<file path="config.mk">
export PLATFORM = sky130hd
export DESIGN_NAME = json_string_unescape_utf8_unit
export DESIGN_NICKNAME = d
export VERILOG_FILES = /design/src/sv/jsu_pkg.sv /design/src/sv/json_string_unescape_utf8_unit.sv /design/src/sv/jsu_decode.sv /design/src/sv/jsu_burst.sv
export SDC_FILE = /design/constraint.sdc
export NUM_CORES = 1
export LEC_CHECK = 0
export ABC_AREA = 1
export ABC_CLOCK_PERIOD_IN_PS = 4500
export BUFFER_PORTS_ARGS = -buffer_cell sky130_fd_sc_hd__buf_2
export CORE_ASPECT_RATIO = 0.9
export CORE_MARGIN = 4
export CORE_UTILIZATION = 60
export CTS_BUF_LIST = sky130_fd_sc_hd__clkbuf_4
export DETAILED_ROUTE_END_ITERATION = 16
export PLACE_DENSITY = 0.79
export SLEW_MARGIN = 20
export SYNTH_ARGS = -nofsm -noshare
export SYNTH_HDL_FRONTEND = slang
export SYNTH_SLANG_ARGS = --single-unit
</file>
<file path="constraint.sdc">
create_clock -name clk -period 4.5 [get_ports clk]
set_clock_uncertainty 0.05 [all_clocks]
set_input_delay 0 -clock clk [delete_from_list [all_inputs] [get_ports clk]]
set_output_delay 0 -clock clk [all_outputs]
set_load 0.02 [all_outputs]
</file>
<file path="src/sv/jsu_pkg.sv">
// -----------------------------------------------------------------------------
// JSON string unescape package
// Types, character codes and small decode and encode functions shared by the unit.
// -----------------------------------------------------------------------------
package jsu_pkg;

  localparam int MaxRes = 6;
  localparam int CntW   = 3;

  typedef enum logic [3:0] {
    PH_IDLE     = 4'd0,
    PH_BODY     = 4'd1,
    PH_ESC      = 4'd2,
    PH_HEX      = 4'd3,
    PH_LOOK_BSL = 4'd4,
    PH_LOOK_U   = 4'd5,
    PH_LOW_HEX  = 4'd6
  } phase_t;

  typedef enum logic [2:0] {
    KIND_DATA    = 3'd0,
    KIND_DONE    = 3'd1,
    KIND_BAD_ESC = 3'd2,
    KIND_BAD_UNI = 3'd3,
    KIND_UNTERM  = 3'd4
  } kind_t;

  localparam logic [7:0] CH_NUL   = 8'h00;
  localparam logic [7:0] CH_QUOTE = 8'h22;
  localparam logic [7:0] CH_SLASH = 8'h2F;
  localparam logic [7:0] CH_BSL   = 8'h5C;
  localparam logic [7:0] CH_B     = 8'h62;
  localparam logic [7:0] CH_F     = 8'h66;
  localparam logic [7:0] CH_N     = 8'h6E;
  localparam logic [7:0] CH_R     = 8'h72;
  localparam logic [7:0] CH_T     = 8'h74;
  localparam logic [7:0] CH_U     = 8'h75;

  localparam logic [15:0] HighFirst = 16'hD800;
  localparam logic [15:0] HighLast  = 16'hDBFF;
  localparam logic [15:0] LowFirst  = 16'hDC00;
  localparam logic [15:0] LowLast   = 16'hDFFF;
  localparam logic [20:0] SuppBase  = 21'h10000;
  localparam logic [20:0] Lim1      = 21'h80;
  localparam logic [20:0] Lim2      = 21'h800;

  typedef struct packed {
    logic [7:0] data;
    kind_t      kind;
  } res_t;

  typedef struct packed {
    logic            load;
    logic [CntW-1:0] count;
    res_t [MaxRes-1:0] item;
  } burst_t;

  typedef struct packed {
    logic       ok;
    logic [3:0] val;
  } hex_t;

  typedef struct packed {
    logic [2:0]      len;
    logic [3:0][7:0] b;
  } utf8_t;

  function automatic hex_t hex_decode(input logic [7:0] c);
    hex_t h;
    h.ok  = 1'b1;
    h.val = 4'd0;
    if (c >= 8'h30 && c <= 8'h39) begin
      h.val = 4'(c - 8'h30);
    end else if (c >= 8'h61 && c <= 8'h66) begin
      h.val = 4'(c - 8'h57);
    end else if (c >= 8'h41 && c <= 8'h46) begin
      h.val = 4'(c - 8'h37);
    end else begin
      h.ok = 1'b0;
    end
    return h;
  endfunction

  function automatic utf8_t utf8_encode(input logic [20:0] cp);
    utf8_t u;
    u.b = '0;
    if (cp < Lim1) begin
      u.len  = 3'd1;
      u.b[0] = cp[7:0];
    end else if (cp < Lim2) begin
      u.len  = 3'd2;
      u.b[0] = {3'b110, cp[10:6]};
      u.b[1] = {2'b10, cp[5:0]};
    end else if (cp < SuppBase) begin
      u.len  = 3'd3;
      u.b[0] = {4'b1110, cp[15:12]};
      u.b[1] = {2'b10, cp[11:6]};
      u.b[2] = {2'b10, cp[5:0]};
    end else begin
      u.len  = 3'd4;
      u.b[0] = {5'b11110, cp[20:18]};
      u.b[1] = {2'b10, cp[17:12]};
      u.b[2] = {2'b10, cp[11:6]};
      u.b[3] = {2'b10, cp[5:0]};
    end
    return u;
  endfunction

endpackage

</file>
<file path="src/sv/json_string_unescape_utf8_unit.sv">
// -----------------------------------------------------------------------------
// JSON string unescape to UTF-8
// Takes the bytes of a JSON string literal one per transfer, opening quote
// first, and gives the decoded UTF-8 bytes followed by one status transfer
// for the closing quote or an error. Each input byte passes through an input
// register, a decode stage, a burst register and an output register. A byte
// is taken in every cycle as long as each byte yields at most one result and
// the output is not stalled; a byte that yields several results (up to six,
// around unicode escapes) holds the result path until all its results have
// gone out, and m_tlast marks the final result of each byte.
// -----------------------------------------------------------------------------
module json_string_unescape_utf8_unit (
  input  logic       clk,
  input  logic       rst,
  input  logic       s_tvalid,
  output logic       s_tready,
  input  logic [7:0] s_tdata,   // in_byte
  output logic       m_tvalid,
  input  logic       m_tready,
  output logic [7:0] m_tdata,   // out_byte
  output logic [2:0] m_tuser,   // kind
  output logic       m_tlast    // last
);

  jsu_pkg::burst_t burst;
  logic            burst_ready;

  jsu_decode u_decode (
    .clk         (clk),
    .rst         (rst),
    .s_tvalid    (s_tvalid),
    .s_tready    (s_tready),
    .s_tdata     (s_tdata),
    .burst_ready (burst_ready),
    .burst       (burst)
  );

  jsu_burst u_burst (
    .clk         (clk),
    .rst         (rst),
    .burst       (burst),
    .burst_ready (burst_ready),
    .m_tvalid    (m_tvalid),
    .m_tready    (m_tready),
    .m_tdata     (m_tdata),
    .m_tuser     (m_tuser),
    .m_tlast     (m_tlast)
  );

endmodule

</file>
<file path="src/sv/jsu_decode.sv">
// -----------------------------------------------------------------------------
// JSON string unescape decoder
// Input register, decoder state and the logic that turns one text byte into
// a burst of up to six results.
// -----------------------------------------------------------------------------
module jsu_decode (
  input  logic              clk,
  input  logic              rst,
  input  logic              s_tvalid,
  output logic              s_tready,
  input  logic [7:0]        s_tdata,   // in_byte
  input  logic              burst_ready,
  output jsu_pkg::burst_t   burst
);

  logic                 in_valid;
  logic [7:0]           in_byte;
  logic                 advance;

  jsu_pkg::phase_t      phase, phase_next;
  logic [15:0]          hex_accum, hex_accum_next;
  logic [1:0]           digit_count, digit_count_next;
  logic [15:0]          pending_high, pending_high_next;

  jsu_pkg::hex_t        hx;
  logic [15:0]          acc_new;
  logic [20:0]          combined;
  logic                 pre;
  logic                 do_body;
  logic                 do_esc;
  logic                 do_finish;
  logic [15:0]          finish_cp;
  logic                 cp_en;
  logic [20:0]          cp;
  jsu_pkg::utf8_t       u_main;
  jsu_pkg::utf8_t       u_pfx;
  logic [2:0]           main_len;
  jsu_pkg::res_t [3:0]  main;

  assign advance  = in_valid && burst_ready;
  assign s_tready = !in_valid || advance;

  always_ff @(posedge clk) begin
    if (rst) begin
      in_valid <= 1'b0;
    end else if (s_tready) begin
      in_valid <= s_tvalid;
    end
  end

  always_ff @(posedge clk) begin
    if (s_tready && s_tvalid) begin
      in_byte <= s_tdata;
    end
  end

  always_ff @(posedge clk) begin
    if (rst) begin
      phase        <= jsu_pkg::PH_IDLE;
      hex_accum    <= '0;
      digit_count  <= '0;
      pending_high <= '0;
    end else if (advance) begin
      phase        <= phase_next;
      hex_accum    <= hex_accum_next;
      digit_count  <= digit_count_next;
      pending_high <= pending_high_next;
    end
  end

  always_comb begin
    hx       = jsu_pkg::hex_decode(in_byte);
    acc_new  = {hex_accum[11:0], hx.val};
    combined = jsu_pkg::SuppBase + {1'b0, pending_high[9:0], acc_new[9:0]};

    phase_next        = phase;
    hex_accum_next    = hex_accum;
    digit_count_next  = digit_count;
    pending_high_next = pending_high;

    pre       = 1'b0;
    do_body   = 1'b0;
    do_esc    = 1'b0;
    do_finish = 1'b0;
    finish_cp = acc_new;
    cp_en     = 1'b0;
    cp        = '0;
    main_len  = 3'd0;
    main      = '0;

    unique case (phase)
      jsu_pkg::PH_BODY: begin
        do_body = 1'b1;
      end
      jsu_pkg::PH_ESC: begin
        do_esc = 1'b1;
      end
      jsu_pkg::PH_HEX: begin
        if (!hx.ok) begin
          main_len  = 3'd1;
          main[0]   = '{data: 8'd0, kind: jsu_pkg::KIND_BAD_UNI};
          phase_next        = jsu_pkg::PH_IDLE;
          hex_accum_next    = '0;
          digit_count_next  = '0;
          pending_high_next = '0;
        end else if (digit_count == 2'd3) begin
          do_finish = 1'b1;
        end else begin
          hex_accum_next   = acc_new;
          digit_count_next = digit_count + 2'd1;
        end
      end
      jsu_pkg::PH_LOOK_BSL: begin
        if (in_byte == jsu_pkg::CH_BSL) begin
          phase_next = jsu_pkg::PH_LOOK_U;
        end else begin
          pre               = 1'b1;
          pending_high_next = '0;
          do_body           = 1'b1;
        end
      end
      jsu_pkg::PH_LOOK_U: begin
        if (in_byte == jsu_pkg::CH_U) begin
          phase_next       = jsu_pkg::PH_LOW_HEX;
          hex_accum_next   = '0;
          digit_count_next = '0;
        end else begin
          pre               = 1'b1;
          pending_high_next = '0;
          do_esc            = 1'b1;
        end
      end
      jsu_pkg::PH_LOW_HEX: begin
        if (!hx.ok) begin
          pre      = 1'b1;
          main_len = 3'd1;
          main[0]  = '{data: 8'd0, kind: jsu_pkg::KIND_BAD_UNI};
          phase_next        = jsu_pkg::PH_IDLE;
          hex_accum_next    = '0;
          digit_count_next  = '0;
          pending_high_next = '0;
        end else if (digit_count == 2'd3) begin
          pending_high_next = '0;
          if (acc_new >= jsu_pkg::LowFirst && acc_new <= jsu_pkg::LowLast) begin
            cp_en            = 1'b1;
            cp               = combined;
            hex_accum_next   = '0;
            digit_count_next = '0;
            phase_next       = jsu_pkg::PH_BODY;
          end else begin
            pre       = 1'b1;
            do_finish = 1'b1;
          end
        end else begin
          hex_accum_next   = acc_new;
          digit_count_next = digit_count + 2'd1;
        end
      end
      default: begin
        phase_next        = jsu_pkg::PH_BODY;
        hex_accum_next    = '0;
        digit_count_next  = '0;
        pending_high_next = '0;
      end
    endcase

    if (do_body) begin
      phase_next = jsu_pkg::PH_BODY;
      if (in_byte == jsu_pkg::CH_NUL || in_byte == jsu_pkg::CH_QUOTE) begin
        main_len = 3'd1;
        main[0]  = '{data: 8'd0,
                     kind: (in_byte == jsu_pkg::CH_NUL) ? jsu_pkg::KIND_UNTERM
                                                        : jsu_pkg::KIND_DONE};
        phase_next        = jsu_pkg::PH_IDLE;
        hex_accum_next    = '0;
        digit_count_next  = '0;
        pending_high_next = '0;
      end else if (in_byte == jsu_pkg::CH_BSL) begin
        phase_next = jsu_pkg::PH_ESC;
      end else begin
        main_len = 3'd1;
        main[0]  = '{data: in_byte, kind: jsu_pkg::KIND_DATA};
      end
    end

    if (do_esc) begin
      main_len   = 3'd1;
      phase_next = jsu_pkg::PH_BODY;
      unique case (in_byte)
        jsu_pkg::CH_QUOTE, jsu_pkg::CH_BSL, jsu_pkg::CH_SLASH: begin
          main[0] = '{data: in_byte, kind: jsu_pkg::KIND_DATA};
        end
        jsu_pkg::CH_B: begin
          main[0] = '{data: 8'h08, kind: jsu_pkg::KIND_DATA};
        end
        jsu_pkg::CH_F: begin
          main[0] = '{data: 8'h0C, kind: jsu_pkg::KIND_DATA};
        end
        jsu_pkg::CH_N: begin
          main[0] = '{data: 8'h0A, kind: jsu_pkg::KIND_DATA};
        end
        jsu_pkg::CH_R: begin
          main[0] = '{data: 8'h0D, kind: jsu_pkg::KIND_DATA};
        end
        jsu_pkg::CH_T: begin
          main[0] = '{data: 8'h09, kind: jsu_pkg::KIND_DATA};
        end
        jsu_pkg::CH_U: begin
          main_len         = 3'd0;
          phase_next       = jsu_pkg::PH_HEX;
          hex_accum_next   = '0;
          digit_count_next = '0;
        end
        default: begin
          main[0]           = '{data: 8'd0, kind: jsu_pkg::KIND_BAD_ESC};
          phase_next        = jsu_pkg::PH_IDLE;
          hex_accum_next    = '0;
          digit_count_next  = '0;
          pending_high_next = '0;
        end
      endcase
    end

    if (do_finish) begin
      hex_accum_next   = '0;
      digit_count_next = '0;
      if (finish_cp >= jsu_pkg::HighFirst && finish_cp <= jsu_pkg::HighLast) begin
        pending_high_next = finish_cp;
        phase_next        = jsu_pkg::PH_LOOK_BSL;
      end else begin
        cp_en      = 1'b1;
        cp         = {5'd0, finish_cp};
        phase_next = jsu_pkg::PH_BODY;
      end
    end

    u_main = jsu_pkg::utf8_encode(cp);
    if (cp_en) begin
      main_len = u_main.len;
      for (int i = 0; i < 4; i++) begin
        main[i] = '{data: u_main.b[i], kind: jsu_pkg::KIND_DATA};
      end
    end
  end

  // A pending high surrogate always encodes as three bytes.
  assign u_pfx = jsu_pkg::utf8_encode({5'd0, pending_high});

  always_comb begin
    burst.load = advance;
    if (pre) begin
      burst.count   = main_len + 3'd3;
      burst.item[0] = '{data: u_pfx.b[0], kind: jsu_pkg::KIND_DATA};
      burst.item[1] = '{data: u_pfx.b[1], kind: jsu_pkg::KIND_DATA};
      burst.item[2] = '{data: u_pfx.b[2], kind: jsu_pkg::KIND_DATA};
      burst.item[3] = main[0];
      burst.item[4] = main[1];
      burst.item[5] = main[2];
    end else begin
      burst.count   = main_len;
      burst.item[0] = main[0];
      burst.item[1] = main[1];
      burst.item[2] = main[2];
      burst.item[3] = main[3];
      burst.item[4] = '0;
      burst.item[5] = '0;
    end
  end

endmodule

</file>
<file path="src/sv/jsu_burst.sv">
// -----------------------------------------------------------------------------
// JSON string unescape result burst
// Holds the results of one byte and hands them one at a time to the output
// register.
// -----------------------------------------------------------------------------
module jsu_burst (
  input  logic                clk,
  input  logic                rst,
  input  jsu_pkg::burst_t     burst,
  output logic                burst_ready,
  output logic                m_tvalid,
  input  logic                m_tready,
  output logic [7:0]          m_tdata,   // out_byte
  output logic [2:0]          m_tuser,   // kind
  output logic                m_tlast
);

  jsu_pkg::res_t [jsu_pkg::MaxRes-1:0] item;
  logic [jsu_pkg::CntW-1:0]            count;
  logic                                pop;

  assign pop         = (count != '0) && (!m_tvalid || m_tready);
  assign burst_ready = (count == '0) || (pop && count == 3'd1);

  always_ff @(posedge clk) begin
    if (rst) begin
      count <= '0;
    end else if (burst.load && burst_ready) begin
      count <= burst.count;
    end else if (pop) begin
      count <= count - 3'd1;
    end
  end

  always_ff @(posedge clk) begin
    if (burst.load && burst_ready) begin
      item <= burst.item;
    end else if (pop) begin
      for (int i = 0; i < jsu_pkg::MaxRes - 1; i++) begin
        item[i] <= item[i+1];
      end
      item[jsu_pkg::MaxRes-1] <= '0;
    end
  end

  always_ff @(posedge clk) begin
    if (rst) begin
      m_tvalid <= 1'b0;
    end else if (pop) begin
      m_tvalid <= 1'b1;
    end else if (m_tready) begin
      m_tvalid <= 1'b0;
    end
  end

  always_ff @(posedge clk) begin
    if (pop) begin
      m_tdata <= item[0].data;
      m_tuser <= item[0].kind;
      m_tlast <= (count == 3'd1);
    end
  end

endmodule

</file>
==> Word-level counts from Yosys, hierarchy flattened <==
Cells that the tools add are included.
{ "word_totals": {"ff_bits": 129, "in_bits": 12} }
{ "op_classes": {"addsub": 7, "n_eq_ne": 23, "order_cmp": 15, "reduce_logical": 28, "n_mux": 117} }
{ "op_table": {"columns": ["op", "n"], "rows": [
  ["$mux W16", 25],
  ["$mux W66", 2],
  ["$mux W21", 6],
  ["$pmux W16 S5", 1],
  ["$pmux W11 S7", 1],
  ["$mux W69", 1],
  ["$pmux W16 S4", 1],
  ["$eq A8 B7 Y1 const B", 7],
  ["$mux W11", 5],
  ["$mux W4", 13],
  ["$mux W44", 1],
  ["$mux W3", 13],
  ["$ge A16 B16 Y1 const B", 2],
  ["$le A16 B16 Y1 const B", 2],
  ["$mux W8", 4],
  ["$mux W2", 13],
  ["$mux W24", 1],
  ["$mux W22", 1],
  ["$add A17 B20 Y21 const A", 1],
  ["$lt A21 B12 Y1 const B", 1],
  ["$lt A21 B17 Y1 const B", 1],
  ["$lt A21 B8 Y1 const B", 1],
  ["$mux W1", 21],
  ["$pmux W4 S5", 1],
  ["other kinds (38)", 65]
]} }

==> Logic depth before layout (Yosys ltp) <==
Gate-level depths: netlist of run 1.
{ "depth": {"ltp_word": 21, "mapped_depth": 22} }

==> By module <==
From an unflattened synthesis of run 1, not the netlist that was laid out.
{ "hier_totals": {"cells_unflattened": 1106, "hier_area_um2": 7953.9} }
{ "modules_own_cells": {"columns": ["mod", "area_per_inst_um2", "cells_each", "instances", "seq_area_each_um2"], "rows": [
  ["jsu_decode", 4408.0, 775, 1, 920.9],
  ["jsu_burst", 3545.9, 331, 1, 2422.3]
]} }

==> Worst setup path before layout of run 1 <==
OpenSTA, ideal clock, no wires.
{ "synth_path": {"path_kind": "register -> register", "from": "reg u_burst.count[0] (netlist bit)", "to": "reg u_burst.count[1] (netlist bit)", "stages_incl_launch_ff": 12, "t_required_ps": 4317, "n_path_buf": 0, "arrival_time_ps": 3053, "synth_period_minus_slack_ps": 3236, "slack_ps": 1264, "path_cell_list": "dfxtp_1 -> inv_1 -> ha_1 -> inv_1 -> nor2_1 -> a21oi_1 -> nor2_1 -> clkinv_1 -> nand2_1 -> inv_1 -> nor2_1 -> a31oi_1"} }
{ "synth_via": {"elab_chain_cells": 7, "word_cells_on_any_way": 12, "cone_classes": "add/sub (1); eq/ne (1); mux (2); reduce/logical (8)"} }
{ "synth_rtl": {"columns": ["element", "line", "text"], "rows": [
  ["start, declared", "jsu_burst.sv:19", "logic [jsu_pkg::CntW-1:0] count;"],
  ["start signal, assigned", "jsu_burst.sv:29", "count <= burst.count;"],
  ["start signal, assigned", "jsu_burst.sv:31", "count <= count - 3'd1;"],
  ["parallel branches: the longest is 7 deep, another holds $sub A3 B1 Y3", null, null]
]} }
Parallel ways; which one is timed is not known. The select of a mux whose other input is x is not followed.
A chain may end at the register's enable or synchronous reset.

==> Worst setup path after layout of run 1 <==
{ "layout_path": {"from": "reg u_decode.in_byte[1]", "to": "reg u_burst.count[1] (netlist bit)"} }
{ "layout_via": {"elab_chain_cells": 21, "word_cells_on_any_way": 70, "cone_classes": "add/sub (5); order compare (13); eq/ne (3); mux (42); reduce/logical (7)"} }
{ "layout_rtl": {"columns": ["element", "line", "text"], "rows": [
  ["start, declared", "jsu_decode.sv:17", "logic [7:0] in_byte;"],
  ["start signal, assigned", "jsu_decode.sv:53", "in_byte <= s_tdata;"],
  ["$ge A8 B7 Y1 or $le A8 B7 Y1 (tied branches)", "jsu_pkg.sv:76", "end else if (c >= 8'h41 && c <= 8'h46) begin"],
  ["$logic_and A1 B1 Y1", "jsu_pkg.sv:76", null],
  ["$mux W4", "jsu_pkg.sv:76", null],
  ["$mux W4", "jsu_pkg.sv:74", "end else if (c >= 8'h61 && c <= 8'h66) begin"],
  ["$mux W4", "jsu_pkg.sv:72", "if (c >= 8'h30 && c <= 8'h39) begin"],
  ["$ge A16 B16 Y1 or $le A16 B16 Y1 (tied branches)", "jsu_decode.sv:144", "if (acc_new >= jsu_pkg::LowFirst && acc_new <= jsu_pkg::LowLast) begin"],
  ["$logic_and A1 B1 Y1", "jsu_decode.sv:144", null],
  ["$mux W21", "jsu_decode.sv:144", null],
  ["(+5 left out)", null, null],
  ["$lt A21 B17 Y1", "jsu_pkg.sv:94", "end else if (cp < SuppBase) begin"],
  ["$mux W3", "jsu_pkg.sv:94", null],
  ["$mux W3", "jsu_pkg.sv:90", "end else if (cp < Lim2) begin"],
  ["$mux W3", "jsu_pkg.sv:87", "if (cp < Lim1) begin"],
  ["$mux W3", "jsu_decode.sv:238", "if (cp_en) begin"],
  ["$add A3 B2 Y3", "jsu_decode.sv:252", "burst.count = main_len + 3'd3;"],
  ["$mux W69 *", "jsu_decode.sv:251", "if (pre) begin"],
  ["$mux W3 *", "jsu_burst.sv:28", "end else if (burst.load && burst_ready) begin"]
]} }
Every way passes the cells marked *; elsewhere a longest branch is shown, timed or not.

==> results of run 1 <==
-- state kept, by name, summed over array words and instances, names as in the netlist --
signal	cells
u_burst.m_tuser	3
u_burst.m_tdata	8
u_burst.item	58
u_decode.hex_accum	12
u_decode.pending_high	16
u_decode.in_valid	1
u_burst.m_tlast	1
u_burst.m_tvalid	1
u_decode.in_byte	8
u_decode.phase	3
u_burst.count	3
u_decode.digit_count	2
-- kinds of logic after synthesis --
logic type	after synthesis
AND/OR/NAND/NOR	437
AO/OA/AOI/OAI	195
buffers and inverters	174
flip-flops	116
adder cells (fa/ha/maj)	12
XOR/XNOR	5
-- placed cells by master, fill, tap and decap left out, drive strengths merged, types with 2 or more instances in the layout --
master         n
nand2        236
clkbuf        21
ha            12
inv          131
o2111ai        4
nand3         59
o22ai         16
nor4           5
a211oi         2
nor2         104
o21bai         5
xor2           5
buf           39
nor3          18
edfxtp        78
o211ai        25
o221ai        10
a21oi         48
dlygate4sd3   14
clkinvlp       3
a31oi         11
a22oi          2
a32o           2
clkinv         6
o21ai         66
nand4         11
dfxtp         38
or2            2
bufinv         2
-- power breakdown --
part	switching [mW]	internal, mW	leakage, nW
registers	0.160	1.72	1.09
logic	1.07	0.428	1.93
clock network	0.398	0.347	0.143
-- how the worst max path moves through the flow --
stage,from,endpoint,cells past startpoint
final,u_decode.in_byte[1],u_burst.count[1],18
after global placement,u_decode.in_byte[1],u_burst.count[1],18
after detailed placement,u_decode.in_byte[1],u_burst.count[1],18
after global routing,u_decode.in_byte[1],u_burst.count[1],18
after CTS,u_decode.in_byte[1],u_burst.count[1],18
after floorplan,u_burst.count[0],u_burst.count[1],11
-- cell type report --
class	count	area, um^2
sequential	116	3100
multi-input combinational	649	3240
timing repair buffer	53	370
clock buffer	21	158
inverter	132	495
tap	156	195
fill	989	3760
clock inverter	10	110
-- metrics by stage --
| step | utilization [%] | hold WS [ps] | cells | total power, mW |
|---|---|---|---|---|
| after CTS | 67.1 | 67.3 | 1137 | 4.11 |
| final | 67.1 | 134 | 1137 | 4.13 |
| after global placement | 63.5 | 126 | 1092 | 3.30 |
| after detailed placement | 63.5 | 128 | 1092 | 3.33 |
| after global routing | 67.1 | 121 | 1137 | 4.37 |
| after floorplan | - | 48.9 | 939 | 2.90 |
-- routing by layer --
layer	GRT usage, %	up-vias	part of all wire, %
met5	0	-	0.054
met4	13.9	2	4.2
met3	6.84	63	11
met2	44.7	401	43
met1	43.2	3046	42
li1	-	3232	-
-- repair_timing --
action	in CTS	in global routing
buffers inserted	0	0
setup endpoints to repair	0	0
endpoints found under the hold margin	40	0
hold buffers	14	0
==> results.py, run 1 <==
metrics = {
    "grt": {
        "grt_max_degree": 43,
        "antenna_found_initial": 1,
        "grt_pass1_vias": 6117,
        "grt_pass1_wl_um": 32100,
        "grtUsageTotal_pct": 30.6,
        "grt_overflow": 0,
    },
    "floorplan": {
        "start_util_pct": 61.5,
        "die_area_mm2": 0.0135,
        "num_io_pins": 26,
        "die_w_um": 122,
        "die_y_um": 111,
        "core_mm2": 0.0114,
        "rows": 37,
    },
    "logic_synthesis": {
        "syn_area_mm2": 0.00704,
        "synth_most_common_cell": "nand2_1",
        "netlist_instances": 939,
        "synth-simple-area-share_pct": 26.5,
        "synth_edf_count": 78,
        "syn_area_per_cell_um2": 7.50,
        "async_reset_ff_share_pct": 0,
        "synth_common_cells": "nand2_1 (230), inv_1 (116), nor2_1 (96)",
        "synthMuxAreaShare_pct": 0,
        "synth_fa_ha_area_share_pct": 2.13,
        "synth_compound_area_share_pct": 16.7,
        "ys_types": 43,
        "ys_seq_area_share_pct": 44.1,
        "synth_top_family_by_area": "simple AND/OR/NAND/NOR gates",
        "ys.flop_type": "edfxtp_1",
        "synth-seq-cells": 116,
        "yosysWarnings": 0,
        "synth-xor-area-share_pct": 0.622,
        "synth_nets": 963,
        "yosysTopAreaCell": "edfxtp_1",
        "synth.area.top_cells": "edfxtp_1 (33%), nand2_1 (12%), dfxtp_1 (11%)",
        "synth_top_cell_area_share_pct": 33.3,
    },
    "setup_path": {
        "slowest_stage": "edfxtp_1",
        "start_kind": "flop",
        "rrSetupSlack_ps": 730,
        "crit_buf_inv": 2,
        "path_class": "flop to flop",
        "worst_ep_required_time_ps": 4910,
        "path_cells": "inv_1, ha_1, inv_1, nand3_1, nand2_1, nor2_1, nor2_2, nand2_2, nand3_1, nand2_1, nand4_1, nor2_1, nand2_2, nand2_1, nand2_1, ha_1, or2_2, a31oi_1",
        "cpMostUsedCell": "nand2_1",
        "path_delay_family": "simple AND/OR/NAND/NOR gates",
        "reg2reg_depth": 18,
        "reg2reg_from": "u_decode.in_byte[1]",
        "cp-end-kind": "flop",
        "r2r-end": "u_burst.count[1]",
        "crit_path_max_incr_delay_ps": 450,
        "critPathMaxFanout": 16,
        "worstPathArrival_ps": 4180,
    },
    "placed_design": {
        "io_buffers": 25,
        "post_dp_cell_area_mm2": 0.00727,
        "gp_congestion": 0.977,
        "dp_hpwl_um": 14400,
        "dp_slack_ps": 844,
    },
    "cells_and_area": {
        "num_antenna_cells": 0,
        "synthToLayoutAreaGrowth_pct": 9.03,
        "layout-drive-gt1-share_pct": 11.2,
        "stdcell_area_mm2": 0.00767,
        "nNetsFinal": 993,
    },
    "detailed_routing": {
        "vias_per_cell": 5.93,
        "vias": 6744,
        "drt_pass1_iterations": 6,
        "drtIter0Drc": 873,
        "remaining_drc_errors": 0,
        "ant_nets": 0,
        "wl_um": 20200,
        "post_drt_wl_per_cell_um": 17.8,
    },
    "outcome": {
        "status": "finished clean",
    },
    "hold_path": {
        "worstHoldEndpoint": "u_decode.in_byte[1]",
        "hold_start": "s_tdata[1]",
        "hold_path.class": "primary input to flop",
        "whs_path_depth": 2,
    },
    "sta": {
        "setup_tns_ps": 0,
        "drv_slew": 0,
        "period_share_pct": 83.9,
        "slew-limit-headroom_pct": 43.3,
        "rsz0062_at_grt": "no",
        "worstMarginPinSlew_ps": 843,
        "hold_violations": 0,
        "fmax_mhz": 265,
        "setup_viol": 0,
        "setup_ws_ps": 726,
        "post-route-min-period_ps": 3770,
    },
    "cts": {
        "clock-sinks": 116,
        "tritoncts": "built",
        "clock_path_buffers": 2,
        "cts-root-buf": "clkbuf_4",
        "clkTransAtPathRegs_ps": 100,
        "worstSkewPairLatency_ps": 540,
        "cts_made_buffers": 17,
        "cts_htree_levels": 4,
        "postCtsResizedCells": 0,
    },
    "pwr": {
        "ir_drop_v": 0.000326,
        "powerDensity_mw_per_mm2": 538,
        "p_leak_nw": 3.16,
    },
    "job": {
        "max_cap_viol_count": 0,
    },
}
(Power assumes the default switching activity.)
==> run 2, diff against run 1 <==
--- a/config.mk
+++ b/config.mk
@@ -6,11 +6,11 @@
 export NUM_CORES = 1
 export LEC_CHECK = 0
 export ABC_AREA = 1
-export ABC_CLOCK_PERIOD_IN_PS = 4500
+export ABC_CLOCK_PERIOD_IN_PS = 3300
 export BUFFER_PORTS_ARGS = -buffer_cell sky130_fd_sc_hd__buf_2
 export CORE_ASPECT_RATIO = 0.9
 export CORE_MARGIN = 4
-export CORE_UTILIZATION = 60
+export CORE_UTILIZATION = 58
 export CTS_BUF_LIST = sky130_fd_sc_hd__clkbuf_4
 export DETAILED_ROUTE_END_ITERATION = 16
 export PLACE_DENSITY = 0.79
==> constraint.sdc (replaced) <==
create_clock -name clk -period 3.3 [get_ports clk]
set_clock_uncertainty 0.05 [all_clocks]
set_input_delay 0 -clock clk [delete_from_list [all_inputs] [get_ports clk]]
set_output_delay 0 -clock clk [all_outputs]
set_load 0.02 [all_outputs]
==> results.py, run 2 (synthesis results as in run 1) <==
metrics = {
    "cells_and_area": {
        "synthToLayoutAreaGrowth_pct": 13.5,
        "final_cells": 1174,
        "layout_common_cells": "nand2_1 (228), inv_1 (113), nor2_1 (92), edfxtp_1 (78), nand3_1 (56)",
        "regArea_mm2": 0.00310,
        "regMostFlops": "u_burst.item",
        "largest_reg_flops": 58,
        "fillers": 1020,
        "layout-drive-gt1-share_pct": 15.7,
        "nNetsFinal": 1028,
        "largest_registers": "u_burst.item: 58 flops, u_decode.pending_high: 16 flops, u_decode.hex_accum: 12 flops",
        "fin_util_pct": 68.5,
        "multi_input_area_mm2": 0.00331,
        "final_common_cell": "nand2_1",
    },
    "sta": {
        "period_share_pct": 95.0,
        "worstMarginPinSlew_ps": 740,
        "rsz0062_at_grt": "yes",
        "setup_viol": 0,
        "hold_violations": 0,
        "drv_slew": 0,
        "post-route-min-period_ps": 3140,
        "setup_tns_ps": 0,
        "fmax_mhz": 319,
        "slew-limit-headroom_pct": 50.7,
    },
    "cts": {
        "clkTransAtPathRegs_ps": 120,
        "clock-sinks": 116,
        "cts-root-buf": "clkbuf_4",
        "cts_made_buffers": 17,
        "worstSkewPairLatency_ps": 570,
        "clock_path_buffers": 2,
        "cts_htree_levels": 4,
        "tritoncts": "built",
    },
    "hold_path": {
        "hold_path.class": "primary input to flop",
        "hold_start": "s_tdata[3]",
        "worstHoldEndpoint": "u_decode.in_byte[3]",
        "whs_path_depth": 2,
    },
    "detailed_routing": {
        "vias": 6816,
        "vias_per_cell": 5.81,
        "post_drt_wl_per_cell_um": 17.8,
        "wl_um": 21000,
        "ant_nets": 0,
        "remaining_drc_errors": 0,
        "drtIter0Drc": 929,
        "drt_pass1_iterations": 5,
    },
    "floorplan": {
        "core_mm2": 0.0117,
        "die_w_um": 124,
        "die_area_mm2": 0.0140,
        "rows": 37,
        "num_io_pins": 26,
        "start_util_pct": 60.3,
        "die_y_um": 113,
    },
    "placed_design": {
        "dp_hpwl_um": 15200,
        "dp_cells": 1118,
        "gp_congestion": 1.07,
        "io_buffers": 25,
    },
    "setup_path": {
        "worstPathArrival_ps": 3430,
        "critPathMaxFanout": 21,
        "cp-end-kind": "flop",
        "r2r-end": "u_burst.item[8]",
        "reg2reg_from": "u_decode.in_byte[0]",
        "worst_ep_required_time_ps": 3590,
        "start_kind": "flop",
        "path_class": "flop to flop",
        "reg2reg_depth": 18,
        "rrSetupSlack_ps": 160,
    },
    "grt": {
        "grt_overflow": 0,
        "grt_max_degree": 59,
        "grtUsageTotal_pct": 31.2,
        "grt_pass1_vias": 6271,
        "antenna_found_initial": 0,
        "grt_pass1_wl_um": 33400,
    },
    "pwr": {
        "ir_drop_v": 0.000528,
        "p_leak_nw": 3.31,
        "powerDensity_mw_per_mm2": 700,
    },
    "job": {
        "max_cap_viol_count": 0,
    },
    "outcome": {
        "status": "finished clean",
    },
}
## run 2: how the worst max path moves through the flow
stage	from	to	slack [ps]	cells after the start
finish	u_decode.in_byte[0]	u_burst.item[8]	160	18
CTS	u_decode.in_byte[1]	u_burst.count[1]	20	18
global route	u_decode.in_byte[0]	u_burst.count[1]	-50	20
detailed placement	u_decode.in_byte[1]	u_burst.count[1]	80	18
global placement	u_decode.in_byte[1]	u_burst.count[1]	110	18
floorplan	u_burst.count[0]	u_burst.count[1]	60	11
## run 2: layout make-up
cell class                 count  share of cell area, %
antenna                        1                 0.0313
clock buffer                  17                   1.60
clock inverter                15                   1.33
inverter                     132                   6.20
multi-input combinational    649                   41.5
sequential                   116                   38.8
tap                          156                   2.44
timing repair buffer          88                   8.10
## run 2: repair_timing
| item | in CTS | in global routing |
|---|---|---|
| hold endpoints to repair | 40 | 0 |
| gates resized for setup | 0 | 19 |
| buffers inserted | 0 | 10 |
| endpoints found under the setup margin | 0 | 20 |
| hold buffers | 13 | 0 |
## run 2: power by group
part	leakage [nW]	total [mW]	switching (mW)	internal [mW]
Clock	0.122	0.904	0.606	0.298
Sequential	1.09	2.56	0.211	2.35
Combinational	2.10	2.13	1.49	0.632
Total	3.31	5.59	2.31	3.28
## run 2: critical path: stages (launching register included)
cell,delay (ps)
edfxtp_1,500
inv_2,140
ha_2,220
nand3_1,80
nand2_1,80
inv_1,40
nor2_1,110
nor2_2,50
nand2_2,130
buf_12,170
nand4_1,90
nand2_1,110
nand2_1,70
nor3_2,210
nand2_2,110
buf_4,160
inv_2,130
a21oi_1,130
o21bai_1,330
## run 2: stage by stage
stage	instance area [um^2]	total power, mW	worst slack [ps]	hold slack (ps)
2_1_floorplan	7040	3.96	64.1	48.9
3_3_place_gp	7470	4.56	114	127
3_5_place_dp	7470	4.62	79.9	128
4_1_cts	7840	5.53	23.7	55.3
5_1_grt	7990	5.96	-49.0	78.3
6_report	7990	5.59	165	89.5
## run 2: routing by layer
metal	routed length, um	up-vias	GRT usage (%)
li1	-	3294	-
met1	8940	3088	44.4
met2	9430	388	47.3
met3	2130	46	7.96
met4	455	0	8.83
met5	0	-	0
==> run 3, diff against run 2 <==
--- a/config.mk
+++ b/config.mk
@@ -14,6 +14,7 @@
 export CTS_BUF_LIST = sky130_fd_sc_hd__clkbuf_4
 export DETAILED_ROUTE_END_ITERATION = 16
 export PLACE_DENSITY = 0.79
+export REMOVE_ABC_BUFFERS = 1
 export SLEW_MARGIN = 20
 export SYNTH_ARGS = -nofsm -noshare
 export SYNTH_HDL_FRONTEND = slang
==> results.py, run 3 (synthesis results as in run 1) <==
metrics = {
    "outcome": {
        "status": "finished clean",
    },
    "cts": {
        "cts-root-buf": "clkbuf_4",
        "clock_path_buffers": 2,
        "clock-sinks": 116,
        "tritoncts": "built",
        "cts_htree_levels": 4,
        "worstSkewPairLatency_ps": 560,
        "clkTransAtPathRegs_ps": 110,
        "cts_made_buffers": 17,
    },
    "detailed_routing": {
        "wl_um": 20100,
        "ant_nets": 0,
        "drtIter0Drc": 753,
        "vias_per_cell": 5.77,
        "remaining_drc_errors": 0,
        "vias": 6747,
        "drt_pass1_iterations": 5,
        "post_drt_wl_per_cell_um": 17.2,
    },
    "placed_design": {
        "gp_congestion": 1.00,
        "post_dp_cell_area_mm2": 0.00745,
        "io_buffers": 25,
        "dp_hpwl_um": 14800,
        "dp_slack_ps": 12.2,
    },
    "pwr": {
        "p_total_mw": 5.69,
        "ir_drop_v": 0.000415,
        "p_leak_nw": 3.32,
        "powerDensity_mw_per_mm2": 713,
    },
    "setup_path": {
        "cp-end-kind": "flop",
        "rrSetupSlack_ps": 210,
        "crit_path_max_incr_delay_ps": 440,
        "worstPathArrival_ps": 3530,
        "path_class": "flop to flop",
        "critPathMaxFanout": 11,
        "slowest_stage": "edfxtp_1",
        "cpMostUsedCell": "nand2_1",
        "path_cells": "inv_1, ha_1, nand3_1, nand2_1, inv_1, nor2_1, nor2_2, nand2_2, buf_6, nand4_1, nand2_2, nand2_1, nor3_2, nand2_2, nand2_1, nand2_1, ha_1, or2_2, a31oi_1",
        "start_kind": "flop",
        "worst_ep_required_time_ps": 3740,
    },
    "grt": {
        "grt_pass1_wl_um": 32300,
        "grt_overflow": 0,
        "antenna_found_initial": 0,
        "grt_pass1_vias": 6266,
        "grtUsageTotal_pct": 29.8,
        "grt_max_degree": 62,
    },
    "floorplan": {
        "core_mm2": 0.0117,
        "num_io_pins": 26,
        "die_area_mm2": 0.0140,
        "die_y_um": 113,
        "die_w_um": 124,
        "rows": 37,
        "start_util_pct": 60.3,
    },
    "cells_and_area": {
        "largest_registers": "u_burst.item: 58 flops, u_decode.pending_high: 16 flops, u_decode.hex_accum: 12 flops",
        "regArea_mm2": 0.00310,
        "stdcell_area_mm2": 0.00797,
        "num_antenna_cells": 0,
        "layout-drive-gt1-share_pct": 14.9,
        "nNetsFinal": 1024,
        "multi_input_area_mm2": 0.00329,
        "layout_common_cells": "nand2_1 (227), inv_1 (115), nor2_1 (95), edfxtp_1 (78)",
        "largest_reg_flops": 58,
        "regMostFlops": "u_burst.item",
        "fillers": 1022,
        "final_common_cell": "nand2_1",
        "synthToLayoutAreaGrowth_pct": 13.3,
    },
    "sta": {
        "setup_ws_ps": 214,
        "drv_slew": 0,
        "post-route-min-period_ps": 3090,
        "setup_viol": 0,
        "slew-limit-headroom_pct": 49.9,
        "worstMarginPinSlew_ps": 751,
        "period_share_pct": 93.5,
        "hold_violations": 0,
        "fmax_mhz": 324,
    },
    "hold_path": {
        "hold_path.class": "primary input to flop",
    },
    "job": {
        "max_cap_viol_count": 0,
    },
}
-- run 3: cell types whose count changed in the layout (fill, tap and decap cells not counted), sizes merged --
cell / delta
diode: -1
bufinv: +2
buf: -4
clkinvlp: -1
clkinv: -2
inv: -2
clkbuf: +3
-- run 3: layout make-up --
| cell class | count | share of cell area (%) |
|---|---|---|
| flip-flops and latches | 116 | 38.9 |
| well taps | 156 | 2.45 |
| clock inverters | 12 | 1.65 |
| clock buffers | 20 | 1.88 |
| inverters | 132 | 6.21 |
| multi-input cells | 649 | 41.3 |
| repair buffers | 84 | 7.58 |
-- run 3: path summary, 6_finish.rpt --
| check | startpoint | end | cells after the start |
|---|---|---|---|
| max | u_decode.in_byte[0] | u_burst.count[1] | 19 |
| min | s_tdata[3] | u_decode.in_byte[3] | 2 |
| max reg2reg | u_decode.in_byte[0] | u_burst.count[1] | 19 |
| min reg2reg | u_burst.item[0] | u_burst.m_tuser[0] | 0 |
-- run 3: repair_timing --
item                                    CTS  global route
setup buffers                             0             7
hold endpoints to repair                 33             0
pin swaps                                 0             5
gates resized for setup                   3            10
endpoints found under the setup margin    1            29
hold buffers                             13             0
-- run 3: critical path, delay by kind of cell, from the launching register on --
kind	cells	cell delay [ps]
buffers and inverters	3	310
flip-flops	1	440
AO/OA/AOI/OAI	1	180
AND/OR/NAND/NOR	13	1540
adder cells (fa/ha/maj)	2	480
-- run 3: metal layers --
layer  part of all wire (%)  track usage, %  vias up
met2                     43            43.0      346
met5                      0               0        -
li1                       -               -     3289
met3                     10            6.45       64
met4                    3.4            12.3        0
met1                     44            43.2     3048
-- run 3: power breakdown --
group | total (mW) | internal [mW] | switching, mW
clock | 1.04 | 0.475 | 0.565
combinational | 2.09 | 0.637 | 1.45
sequential | 2.56 | 2.35 | 0.206
-- run 3: stage by stage --
| step | util, % | instances | hold WS (ps) | setup TNS (ps) |
|---|---|---|---|---|
| 2_1_floorplan | - | 897 | 19.1 | -254100 |
| 3_3_place_gp | 63.9 | 1117 | 126 | 0 |
| 3_5_place_dp | 63.9 | 1117 | 129 | 0 |
| 4_1_cts | 67.5 | 1162 | 64.0 | 0 |
| 5_1_grt | 68.3 | 1169 | 69.1 | -8.42 |
| 6_report | 68.3 | 1169 | 89.4 | 0 |
